<file path="config.mk">
export PLATFORM = sky130hd
export DESIGN_NAME = servo_pose_sequencer_flat
export DESIGN_NICKNAME = d
export VERILOG_FILES = /design/src/hdl/sps_pkg.sv /design/src/hdl/sps_if.sv /design/src/hdl/servo_pose_sequencer.sv /design/src/flat_wrapper.sv
export SDC_FILE = /design/constraint.sdc
export NUM_CORES = 1
export LEC_CHECK = 0
export BUFFER_PORTS_ARGS = -buffer_cell sky130_fd_sc_hd__buf_2
export CAP_MARGIN = 25
export CORE_AREA = 2 2 237 239
export DETAILED_ROUTE_END_ITERATION = 10
export DIE_AREA = 0 0 239 241
export GPL_ROUTABILITY_DRIVEN = 0
export PLACE_DENSITY = 0.77
export SLEW_MARGIN = 40
export SYNTH_ARGS = -nofsm -noshare
export SYNTH_HDL_FRONTEND = slang
export SYNTH_SLANG_ARGS = --single-unit
</file>
<file path="constraint.sdc">
create_clock -name clk_i -period 6.5 [get_ports clk_i]
set_input_delay 1.625 -clock clk_i [delete_from_list [all_inputs] [get_ports clk_i]]
set_output_delay 1.625 -clock clk_i [all_outputs]
set_load 0.01 [all_outputs]
</file>
<file path="src/hdl/sps_pkg.sv">
// ----------------------------------------------------------------------------
// sps_pkg
// Shared types, key codes, register indexes and width helpers for the servo
// pose sequencer.
// ----------------------------------------------------------------------------
package sps_pkg;

  // Pose store geometry
  localparam int POSE_SLOTS = 4;
  localparam int SLOT_W     = $clog2(POSE_SLOTS);
  localparam int TOTAL_W    = $clog2(POSE_SLOTS + 1);

  localparam int DUTY_W = 15;
  localparam int STEP_W = 10;
  localparam int KEY_W  = 16;
  localparam int CFG_IDX_W  = 3;
  localparam int CFG_DATA_W = 15;

  // Configuration register indexes
  localparam logic [CFG_IDX_W-1:0] CFG_DUTY_MIN  = 3'd0;
  localparam logic [CFG_IDX_W-1:0] CFG_DUTY_MAX  = 3'd1;
  localparam logic [CFG_IDX_W-1:0] CFG_GRIP_MIN  = 3'd2;
  localparam logic [CFG_IDX_W-1:0] CFG_GRIP_MAX  = 3'd3;
  localparam logic [CFG_IDX_W-1:0] CFG_DUTY_STEP = 3'd4;

  // Register reset values
  localparam logic [DUTY_W-1:0] DUTY_MIN_RST  = 15'd200;
  localparam logic [DUTY_W-1:0] DUTY_MAX_RST  = 15'd900;
  localparam logic [DUTY_W-1:0] GRIP_MIN_RST  = 15'd200;
  localparam logic [DUTY_W-1:0] GRIP_MAX_RST  = 15'd900;
  localparam logic [STEP_W-1:0] DUTY_STEP_RST = 10'd50;

  // Key codes
  localparam logic [KEY_W-1:0] K_WR_UP    = 16'hF603;
  localparam logic [KEY_W-1:0] K_WR_DN    = 16'hF600;
  localparam logic [KEY_W-1:0] K_EL_UP    = 16'hF602;
  localparam logic [KEY_W-1:0] K_EL_DN    = 16'hF601;
  localparam logic [KEY_W-1:0] K_SLOT0    = 16'hF031;
  localparam logic [KEY_W-1:0] K_ESC      = 16'hF01B;
  localparam logic [KEY_W-1:0] K_ENTER    = 16'hF201;
  localparam logic [KEY_W-1:0] K_GR_CLOSE = 16'hFB67;
  localparam logic [KEY_W-1:0] K_GR_OPEN  = 16'hFB68;

  // Request kinds
  localparam logic REQ_KEY  = 1'b0;
  localparam logic REQ_TICK = 1'b1;

  // Tick rearm codes
  localparam logic [1:0] WAIT_NONE  = 2'd0;
  localparam logic [1:0] WAIT_SHORT = 2'd1;
  localparam logic [1:0] WAIT_LONG  = 2'd2;
  localparam logic [1:0] WAIT_NOW   = 2'd3;

  typedef struct packed {
    logic             req_type;
    logic [KEY_W-1:0] key_value;
    logic             key_pressed;
    logic             shift_active;
  } req_t;

  typedef struct packed {
    logic [DUTY_W-1:0] wrist_duty;
    logic [DUTY_W-1:0] elbow_duty;
    logic [DUTY_W-1:0] grip_duty;
    logic              playing;
    logic [1:0]        stage_now;
    logic [2:0]        saved_count;
    logic              start_rejected;
    logic [1:0]        next_wait;
  } rsp_t;

  typedef struct packed {
    logic [DUTY_W-1:0] wrist;
    logic [DUTY_W-1:0] elbow;
    logic [DUTY_W-1:0] grip;
  } pose_t;

  // Add a step, limit at hi
  function automatic logic [DUTY_W-1:0] up_clamp(input logic [DUTY_W-1:0] v,
                                                 input logic [STEP_W-1:0] step,
                                                 input logic [DUTY_W-1:0] hi);
    logic [DUTY_W:0] s;
    s = {1'b0, v} + {{(DUTY_W-STEP_W+1){1'b0}}, step};
    return (s < {1'b0, hi}) ? s[DUTY_W-1:0] : hi;
  endfunction

  // Subtract a step, limit at lo (signed compare, so underflow lands on lo)
  function automatic logic [DUTY_W-1:0] down_clamp(input logic [DUTY_W-1:0] v,
                                                   input logic [STEP_W-1:0] step,
                                                   input logic [DUTY_W-1:0] lo);
    logic signed [DUTY_W+1:0] s;
    s = $signed({2'b00, v}) - $signed({{(DUTY_W-STEP_W+2){1'b0}}, step});
    return (s > $signed({2'b00, lo})) ? s[DUTY_W-1:0] : lo;
  endfunction

  // Move one step toward g, landing exactly on it
  function automatic logic [DUTY_W-1:0] slew(input logic [DUTY_W-1:0] v,
                                             input logic [DUTY_W-1:0] g,
                                             input logic [STEP_W-1:0] step);
    logic [DUTY_W-1:0] step_x;
    logic [DUTY_W-1:0] res;
    step_x = {{(DUTY_W-STEP_W){1'b0}}, step};
    res    = v;
    if (v < g) begin
      res = ((g - v) <= step_x) ? g : v + step_x;
    end else if (v > g) begin
      res = ((v - g) <= step_x) ? g : v - step_x;
    end
    return res;
  endfunction

endpackage

</file>
<file path="src/hdl/sps_if.sv">
// ----------------------------------------------------------------------------
// sps_if
// Valid/ready channels of the servo pose sequencer: request and response.
// ----------------------------------------------------------------------------
interface sps_req_if;
  logic          valid;
  logic          ready;
  sps_pkg::req_t payload;

  modport source (output valid, output payload, input ready);
  modport sink   (input valid, input payload, output ready);
endinterface

interface sps_rsp_if;
  logic          valid;
  logic          ready;
  sps_pkg::rsp_t payload;

  modport source (output valid, output payload, input ready);
  modport sink   (input valid, input payload, output ready);
endinterface

</file>
<file path="src/hdl/servo_pose_sequencer.sv">
// ----------------------------------------------------------------------------
// servo_pose_sequencer
// Holds wrist, elbow and grip pulse widths, handles key events and playback
// ticks, and reports the state after every request.
// ----------------------------------------------------------------------------
// Usage:
//   req_i carries key events and sequence ticks; each transfer yields exactly
//   one response transfer on rsp_o with the updated widths and status.
//   cfg_we_i/cfg_idx_i/cfg_data_i write the limit and step registers; write
//   them only while no request is outstanding.
//   Output: each response is registered in the two-entry output buffer,
//   in its head entry or, while the head is held, in its skid entry.
//   Throughput: one request per cycle while req_i.ready is high. All
//   state updates come from combinational decode/clamp/slew logic.
//   Stall: while the receiver holds rsp_o.ready low, up to two responses are
//   buffered; req_i.ready drops only when both entries are full.
//   Reset: widths return to 200 us, limits and step to their defaults, all
//   poses are invalid, playback stopped, stage 0, output buffer empty.
// ----------------------------------------------------------------------------
module servo_pose_sequencer (
  input  logic                           clk_i,
  input  logic                           rst_ni,
  sps_req_if.sink                        req_i,
  sps_rsp_if.source                      rsp_o,
  input  logic                           cfg_we_i,
  input  logic [sps_pkg::CFG_IDX_W-1:0]  cfg_idx_i,
  input  logic [sps_pkg::CFG_DATA_W-1:0] cfg_data_i
);

  localparam int SW = sps_pkg::SLOT_W;
  localparam int TW = sps_pkg::TOTAL_W;
  localparam int DW = sps_pkg::DUTY_W;

  // Configuration registers
  logic [DW-1:0]               duty_min_q, duty_max_q, grip_min_q, grip_max_q;
  logic [sps_pkg::STEP_W-1:0]  duty_step_q;

  // Block state
  logic [DW-1:0]      wrist_q, wrist_d, elbow_q, elbow_d, grip_q, grip_d;
  sps_pkg::pose_t     goal_q, goal_d;
  sps_pkg::pose_t     pose_q [sps_pkg::POSE_SLOTS];
  logic [sps_pkg::POSE_SLOTS-1:0] valid_q, valid_d;
  logic [TW-1:0]      total_q, total_d;
  logic               running_q, running_d;
  logic [SW-1:0]      stage_q, stage_d;

  logic               pose_we;
  logic [SW-1:0]      pose_widx;
  logic               rejected;
  logic [1:0]         wait_code;

  // Output buffer: head entry plus skid entry
  sps_pkg::rsp_t      head_q, skid_q, res;
  logic               head_v_q, skid_v_q;
  logic               push, pop;

  sps_pkg::req_t      rq;
  logic               is_slot;
  logic [sps_pkg::KEY_W-1:0] key_off;
  logic [SW-1:0]      slot_idx;
  logic [TW-1:0]      slot_cnt;
  logic               all_valid;
  logic               start_ok;
  logic               at_goal;
  logic [TW-1:0]      stage_nxt;

  assign rq   = req_i.payload;
  assign push = req_i.valid && req_i.ready;
  assign pop  = head_v_q && rsp_o.ready;

  assign req_i.ready   = !skid_v_q;
  assign rsp_o.valid   = head_v_q;
  assign rsp_o.payload = head_q;

  // Configuration writes
  always_ff @(posedge clk_i or negedge rst_ni) begin
    if (!rst_ni) begin
      duty_min_q  <= sps_pkg::DUTY_MIN_RST;
      duty_max_q  <= sps_pkg::DUTY_MAX_RST;
      grip_min_q  <= sps_pkg::GRIP_MIN_RST;
      grip_max_q  <= sps_pkg::GRIP_MAX_RST;
      duty_step_q <= sps_pkg::DUTY_STEP_RST;
    end else if (cfg_we_i) begin
      case (cfg_idx_i)
        sps_pkg::CFG_DUTY_MIN:  duty_min_q  <= cfg_data_i;
        sps_pkg::CFG_DUTY_MAX:  duty_max_q  <= cfg_data_i;
        sps_pkg::CFG_GRIP_MIN:  grip_min_q  <= cfg_data_i;
        sps_pkg::CFG_GRIP_MAX:  grip_max_q  <= cfg_data_i;
        sps_pkg::CFG_DUTY_STEP: duty_step_q <= cfg_data_i[sps_pkg::STEP_W-1:0];
        default: ;
      endcase
    end
  end

  // Slot key decode
  assign key_off  = rq.key_value - sps_pkg::K_SLOT0;
  assign is_slot  = ({1'b0, rq.key_value} >= {1'b0, sps_pkg::K_SLOT0}) &&
                    ({1'b0, rq.key_value} <
                     ({1'b0, sps_pkg::K_SLOT0} + (sps_pkg::KEY_W+1)'(sps_pkg::POSE_SLOTS)));
  assign slot_idx = key_off[SW-1:0];
  assign slot_cnt = TW'(slot_idx) + TW'(1);

  // Start check: every slot below the total must be valid
  always_comb begin
    all_valid = 1'b1;
    for (int i = 0; i < sps_pkg::POSE_SLOTS; i++) begin
      if ((TW'(i) < total_q) && !valid_q[i]) begin
        all_valid = 1'b0;
      end
    end
  end

  assign start_ok  = (total_q >= TW'(2)) && (total_q <= TW'(sps_pkg::POSE_SLOTS)) &&
                     all_valid;
  assign at_goal   = (wrist_q == goal_q.wrist) && (elbow_q == goal_q.elbow) &&
                     (grip_q == goal_q.grip);
  assign stage_nxt = TW'(stage_q) + TW'(1);

  // Request decode and next state
  always_comb begin
    wrist_d   = wrist_q;
    elbow_d   = elbow_q;
    grip_d    = grip_q;
    goal_d    = goal_q;
    valid_d   = valid_q;
    total_d   = total_q;
    running_d = running_q;
    stage_d   = stage_q;
    pose_we   = 1'b0;
    pose_widx = slot_idx;
    rejected  = 1'b0;
    wait_code = sps_pkg::WAIT_NONE;

    if (rq.req_type == sps_pkg::REQ_KEY) begin
      if (rq.key_pressed && !rq.shift_active) begin
        if (rq.key_value == sps_pkg::K_WR_UP) begin
          wrist_d = sps_pkg::up_clamp(wrist_q, duty_step_q, duty_max_q);
        end else if (rq.key_value == sps_pkg::K_WR_DN) begin
          wrist_d = sps_pkg::down_clamp(wrist_q, duty_step_q, duty_min_q);
        end else if (rq.key_value == sps_pkg::K_EL_DN) begin
          elbow_d = sps_pkg::down_clamp(elbow_q, duty_step_q, duty_min_q);
        end else if (rq.key_value == sps_pkg::K_EL_UP) begin
          elbow_d = sps_pkg::up_clamp(elbow_q, duty_step_q, duty_max_q);
        end else if (rq.key_value == sps_pkg::K_GR_CLOSE) begin
          grip_d = sps_pkg::down_clamp(grip_q, duty_step_q, grip_min_q);
        end else if (rq.key_value == sps_pkg::K_GR_OPEN) begin
          grip_d = sps_pkg::up_clamp(grip_q, duty_step_q, grip_max_q);
        end else if (is_slot) begin
          // Save current widths into the slot
          if (total_q < slot_cnt) begin
            total_d = slot_cnt;
          end
          pose_we            = 1'b1;
          valid_d[slot_idx]  = 1'b1;
        end else if (rq.key_value == sps_pkg::K_ENTER) begin
          if (start_ok) begin
            running_d = 1'b1;
            stage_d   = '0;
            goal_d    = pose_q[0];
            wait_code = sps_pkg::WAIT_SHORT;
          end else begin
            running_d = 1'b0;
            rejected  = 1'b1;
          end
        end else if (rq.key_value == sps_pkg::K_ESC) begin
          running_d = 1'b0;
          total_d   = '0;
          valid_d   = '0;
          wait_code = sps_pkg::WAIT_NOW;
        end
      end
    end else if (running_q) begin
      if (at_goal) begin
        // Advance stage modulo the pose total (stage stays below total)
        if (total_q == '0) begin
          stage_d = '0;
        end else if (stage_nxt >= total_q) begin
          stage_d = SW'(stage_nxt - total_q);
        end else begin
          stage_d = SW'(stage_nxt);
        end
        goal_d    = pose_q[stage_d];
        wait_code = sps_pkg::WAIT_LONG;
      end else begin
        wrist_d   = sps_pkg::slew(wrist_q, goal_q.wrist, duty_step_q);
        elbow_d   = sps_pkg::slew(elbow_q, goal_q.elbow, duty_step_q);
        grip_d    = sps_pkg::slew(grip_q, goal_q.grip, duty_step_q);
        wait_code = sps_pkg::WAIT_SHORT;
      end
    end
  end

  // Response for this request
  always_comb begin
    res.wrist_duty     = wrist_d;
    res.elbow_duty     = elbow_d;
    res.grip_duty      = grip_d;
    res.playing        = running_d;
    res.stage_now      = 2'(stage_d);
    res.saved_count    = 3'(total_d);
    res.start_rejected = rejected;
    res.next_wait      = wait_code;
  end

  // Control state
  always_ff @(posedge clk_i or negedge rst_ni) begin
    if (!rst_ni) begin
      wrist_q   <= sps_pkg::DUTY_MIN_RST;
      elbow_q   <= sps_pkg::DUTY_MIN_RST;
      grip_q    <= sps_pkg::GRIP_MIN_RST;
      valid_q   <= '0;
      total_q   <= '0;
      running_q <= 1'b0;
      stage_q   <= '0;
    end else if (push) begin
      wrist_q   <= wrist_d;
      elbow_q   <= elbow_d;
      grip_q    <= grip_d;
      valid_q   <= valid_d;
      total_q   <= total_d;
      running_q <= running_d;
      stage_q   <= stage_d;
    end
  end

  // Pose store and goal, no reset
  always_ff @(posedge clk_i) begin
    if (push) begin
      goal_q <= goal_d;
      if (pose_we) begin
        pose_q[pose_widx] <= '{wrist: wrist_q, elbow: elbow_q, grip: grip_q};
      end
    end
  end

  // Output buffer valid flags
  always_ff @(posedge clk_i or negedge rst_ni) begin
    if (!rst_ni) begin
      head_v_q <= 1'b0;
      skid_v_q <= 1'b0;
    end else if (pop) begin
      if (skid_v_q) begin
        skid_v_q <= 1'b0;
      end else begin
        head_v_q <= push;
      end
    end else if (push) begin
      if (head_v_q) begin
        skid_v_q <= 1'b1;
      end else begin
        head_v_q <= 1'b1;
      end
    end
  end

  // Output buffer payload
  always_ff @(posedge clk_i) begin
    if (pop) begin
      if (skid_v_q) begin
        head_q <= skid_q;
      end else if (push) begin
        head_q <= res;
      end
    end else if (push) begin
      if (head_v_q) begin
        skid_q <= res;
      end else begin
        head_q <= res;
      end
    end
  end

endmodule

</file>
<file path="src/flat_wrapper.sv">
// flat-port wrapper written by rule: the top's interface ports become plain ports
module servo_pose_sequencer_flat 
  (clk_i, rst_ni, cfg_we_i, cfg_idx_i, cfg_data_i, req_i_valid, req_i_payload, req_i_ready, rsp_o_valid, rsp_o_payload, rsp_o_ready);
  sps_req_if req_i_i ();
  sps_rsp_if rsp_o_i ();
  input  logic clk_i;
  input  logic rst_ni;
  input  logic cfg_we_i;
  input  logic [sps_pkg::CFG_IDX_W-1:0] cfg_idx_i;
  input  logic [sps_pkg::CFG_DATA_W-1:0] cfg_data_i;
  input wire logic [$bits(req_i_i.valid)-1:0] req_i_valid;
  input wire logic [$bits(req_i_i.payload)-1:0] req_i_payload;
  output wire logic [$bits(req_i_i.ready)-1:0] req_i_ready;
  output wire logic [$bits(rsp_o_i.valid)-1:0] rsp_o_valid;
  output wire logic [$bits(rsp_o_i.payload)-1:0] rsp_o_payload;
  input wire logic [$bits(rsp_o_i.ready)-1:0] rsp_o_ready;
  assign req_i_i.valid = req_i_valid;
  assign req_i_i.payload = req_i_payload;
  assign req_i_ready = req_i_i.ready;
  assign rsp_o_valid = rsp_o_i.valid;
  assign rsp_o_payload = rsp_o_i.payload;
  assign rsp_o_i.ready = rsp_o_ready;
  servo_pose_sequencer u_core (.clk_i(clk_i), .rst_ni(rst_ni), .req_i(req_i_i), .rsp_o(rsp_o_i), .cfg_we_i(cfg_we_i), .cfg_idx_i(cfg_idx_i), .cfg_data_i(cfg_data_i));
endmodule
</file>
==> impl_metrics.yaml <==
job:
  cap_violations: 0
critical_path:
  worst-path-max-fanout: 17
  crit_path_frequent_cell: "nor2_1"
  slowest_delay_ns: 0.55
  crit_chain: "inv_1 > ha_1 > nand2b_1 > a221oi_1 > nor2_1 > nor2_1 > nor2_1 > xor2_1 > ha_1 > and4_1 > a2111oi_0 > o21ai_0 > a21oi_1 > o21a_1 > nand2_1 > mux2_2 > o221ai_1 > a211oi_2 > mux2_2"
  reg2reg_from: "u_core.duty_step_q[2]$_DFFE_PN0P_"
  end_kind: "flop"
  worstSetupStartpointType: "flop"
  reg2reg_slack_ns: 0.29
  cp.required_ns: 6.84
  crit_slowest_cell: "inv_1"
  critPathArrivalTime_ns: 6.55
  cp-startpoint: "u_core.duty_step_q[2]$_DFFE_PN0P_"
  crit_type: "reg -> reg"
logic_synthesis:
  syn_area_per_cell_um2: 9.68
  synthSimpleGateAreaFrac: 0.132
  synth_warnings: 0
  synth-edff-count: 333
  yosys.area_share.xor_xnor: 0.0347
  ys_types: 101
  synth_common_cells: "333 x edfxtp_1, 297 x ha_1, 292 x a21oi_1"
  ys.flop_type: "edfxtp_1"
  ys_seq_area_frac: 0.403
  muxShareOfSynthArea: 0.0638
  synth_top_cell_area_share: 0.305
  synth-async-reset-ratio: 0.276
  synthCells: 3389
  synth_top_cell_by_area: "edfxtp_1"
  synth_fp_nets: 3740
  synth_fa_ha_area_frac: 0.121
  ys_ff_latch: 460
  yosysMostFrequentCell: "edfxtp_1"
  synth_top_family_by_area: "compound AO/OA/AOI/OAI gates"
  yosys-top-cells-area: "edfxtp_1 30%, ha_1 11%, dfrtp_1 7.7%"
  syn-cell-area_um2: 32800
  synth_compound_area_frac: 0.198
die:
  io_pins: 98
  die_area_um2: 57600
  die_w_um: 239
  start_util: 0.598
  rows: 86
  die_y_um: 241
  core_region_area_um2: 54900
cells_and_area:
  fin_nets: 3782
  drive_above_1_share: 0.134
  final_cell_area_um2: 35700
  fillers: 4366
  synthToLayoutAreaGrowth_pct: 8.97
global_route:
  grt_pass1_vias: 28400
  antenna_found_initial: 4
  overflow: 0
  grt_usage: 0.384
  grt_pass1_wl_um: 168000
  grt_max_degree: 95
worst_hold_path:
  hold_path.class: "reg -> reg"
  min_from: "u_core.valid_q[3]$_DFFE_PN0P_"
timing:
  fmax_mhz: 161
  final.period_utilization: 0.955
  finalSetupViolCount: 0
  drv_slew: 0
  hold_slack_ns: 0.506
  setup_tns_ns: 0
  relSlewSlack: 0.398
  fin_worst_skew_ns: 0.0303
  rsz0062_at_grt: "false"
  layout_min_cycle_time_ns: 6.21
  hold_violations: 0
  max_slew.worst_pin.slew_ns: 0.899
drt:
  ant_nets: 0
  avgViaCountPerCell: 7.00
  wl_um: 111000
  drt-pass1-iter-count: 10
  vias: 29300
  drtIter0Drc: 4147
  wl_per_cell_um: 26.6
  drc: 0
clocking:
  clock_path_buffers: 3
  cts_root_buf: "clkbuf_16"
  cts_htree_levels: 2
  clock-sinks: 460
  cts_made_buffers: 48
  cts_setup_buffers: 0
  clk_pin_slew_ns: 0.06
  cts_tree: "done"
  worstSkewPairLatency_ns: 0.62
  hold_buffers: 0
placement:
  placed_area_um2: 34100
  io_buffers: 97
  post-dp-hpwl_um: 79800
power:
  power.leakage_nw: 14.7
  p_per_area_nw_per_um2: 304
  vdd.ir_drop.worst_v: 0.000274
outcome:
  status: "completed"
## cell type report
type | count | area, um2 | area share
flip-flops and latches | 460 | 13200 | 0.370
multi-input cells | 2530 | 18200 | 0.509
diodes | 4 | 10.0 | 0.000280
inverters | 236 | 886 | 0.0248
clock inverters | 30 | 322 | 0.00900
well taps | 704 | 881 | 0.0247
clock buffers | 60 | 1290 | 0.0360
repair buffers | 155 | 958 | 0.0268
## critical path, delay by kind of cell, from the launching register on
kind	cells	cell delay, ns
xor gates and xnor gates	1	0.39
muxes	2	0.80
adders and majority gates	2	0.80
and+or+nand+nor	6	1.02
AOI/OAI and AO/OA	7	1.86
buffers and inverters	1	0.55
DFF	1	0.49
## what timing repair did
action                                 in CTS  in global routing
endpoints found under the hold margin       0                  0
resized for setup                           0                  1
setup endpoints to repair                   0                  1
## cells by family (layout without fill, tap and decap cells)
family,count (synthesis),count (layout)
simple gates,889,889
xor+xnor,130,130
buf+inv,399,481
fa+ha+maj,309,309
mux,192,192
flops,460,460
other cells,0,4
compound gates,1010,1010
## flip-flops by register name, summed over array words and instances (netlist names), 15 cells and up
signal / count
u_core.skid_q: 54
u_core.elbow_q: 15
u_core.duty_max_q: 15
u_core.duty_min_q: 15
u_core.grip_max_q: 15
u_core.grip_min_q: 15
u_core.wrist_q: 15
u_core.goal_q: 45
u_core.rsp_o.payload: 54
u_core.pose_q: 180
u_core.grip_q: 15
## cell usage in the layout (no fill, tap or decap), types with 47 or more instances in the layout
master	instances
a21o_1	54
a21oi_1	290
buf_2	96
buf_4	56
clkbuf_16	48
dfrtp_1	101
edfxtp_1	333
ha_1	297
inv_1	233
mux2_2	130
mux2i_1	56
nand2_1	229
nand3_1	80
nand4_1	47
nor2_1	246
nor2b_1	50
nor3_1	64
o21ai_0	229
o22ai_1	75
xnor2_1	99
## stage by stage
| stage | instances | total power, W | util | setup slack (ns) |
|---|---|---|---|---|
| after floorplan | 3389 | 0.00645 | - | 0.907 |
| after global placement | 4083 | 0.00769 | 0.620 | 0.454 |
| after detailed placement | 4084 | 0.00784 | 0.621 | 0.345 |
| after CTS | 4174 | 0.0107 | 0.650 | 0.312 |
| after global routing | 4179 | 0.0113 | 0.651 | 0.121 |
| final | 4179 | 0.0109 | 0.651 | 0.289 |
## path summary, 6_finish.rpt
| path | end | cells after the start |
|---|---|---|
| setup / recovery | u_core.rsp_o.payload[11]$_DFFE_PP_ | 19 |
| hold / removal | u_core.valid_q[3]$_DFFE_PN0P_ | 2 |
| setup reg to reg | u_core.rsp_o.payload[11]$_DFFE_PP_ | 19 |
| hold reg to reg | u_core.valid_q[3]$_DFFE_PN0P_ | 2 |
| max in group asynchronous | u_core.grip_q[6]$_DFFE_PN1P_ | 2 |
| min in group asynchronous | u_core.elbow_q[12]$_DFFE_PN0P_ | 1 |
## layer usage
| metal | part of all wire | GRT usage | wire [um] | vias to the layer above |
|---|---|---|---|---|
| met3 | 0.13 | 0.0985 | 14000 | 630 |
| met1 | 0.36 | 0.484 | 40100 | 13900 |
| met4 | 0.082 | 0.256 | 9060 | 2 |
| li1 | - | - | - | 12600 |
| met5 | 0.00014 | 0 | 15 | - |
| met2 | 0.43 | 0.585 | 47800 | 2119 |
## power by group
group          leakage, nW  switching, W  internal [W]
Clock                0.782       0.00122       0.00159
Sequential            4.89      0.000269       0.00353
Combinational         9.03       0.00277       0.00148
Total                 14.7       0.00426       0.00661
(Power assumes the default switching activity.)
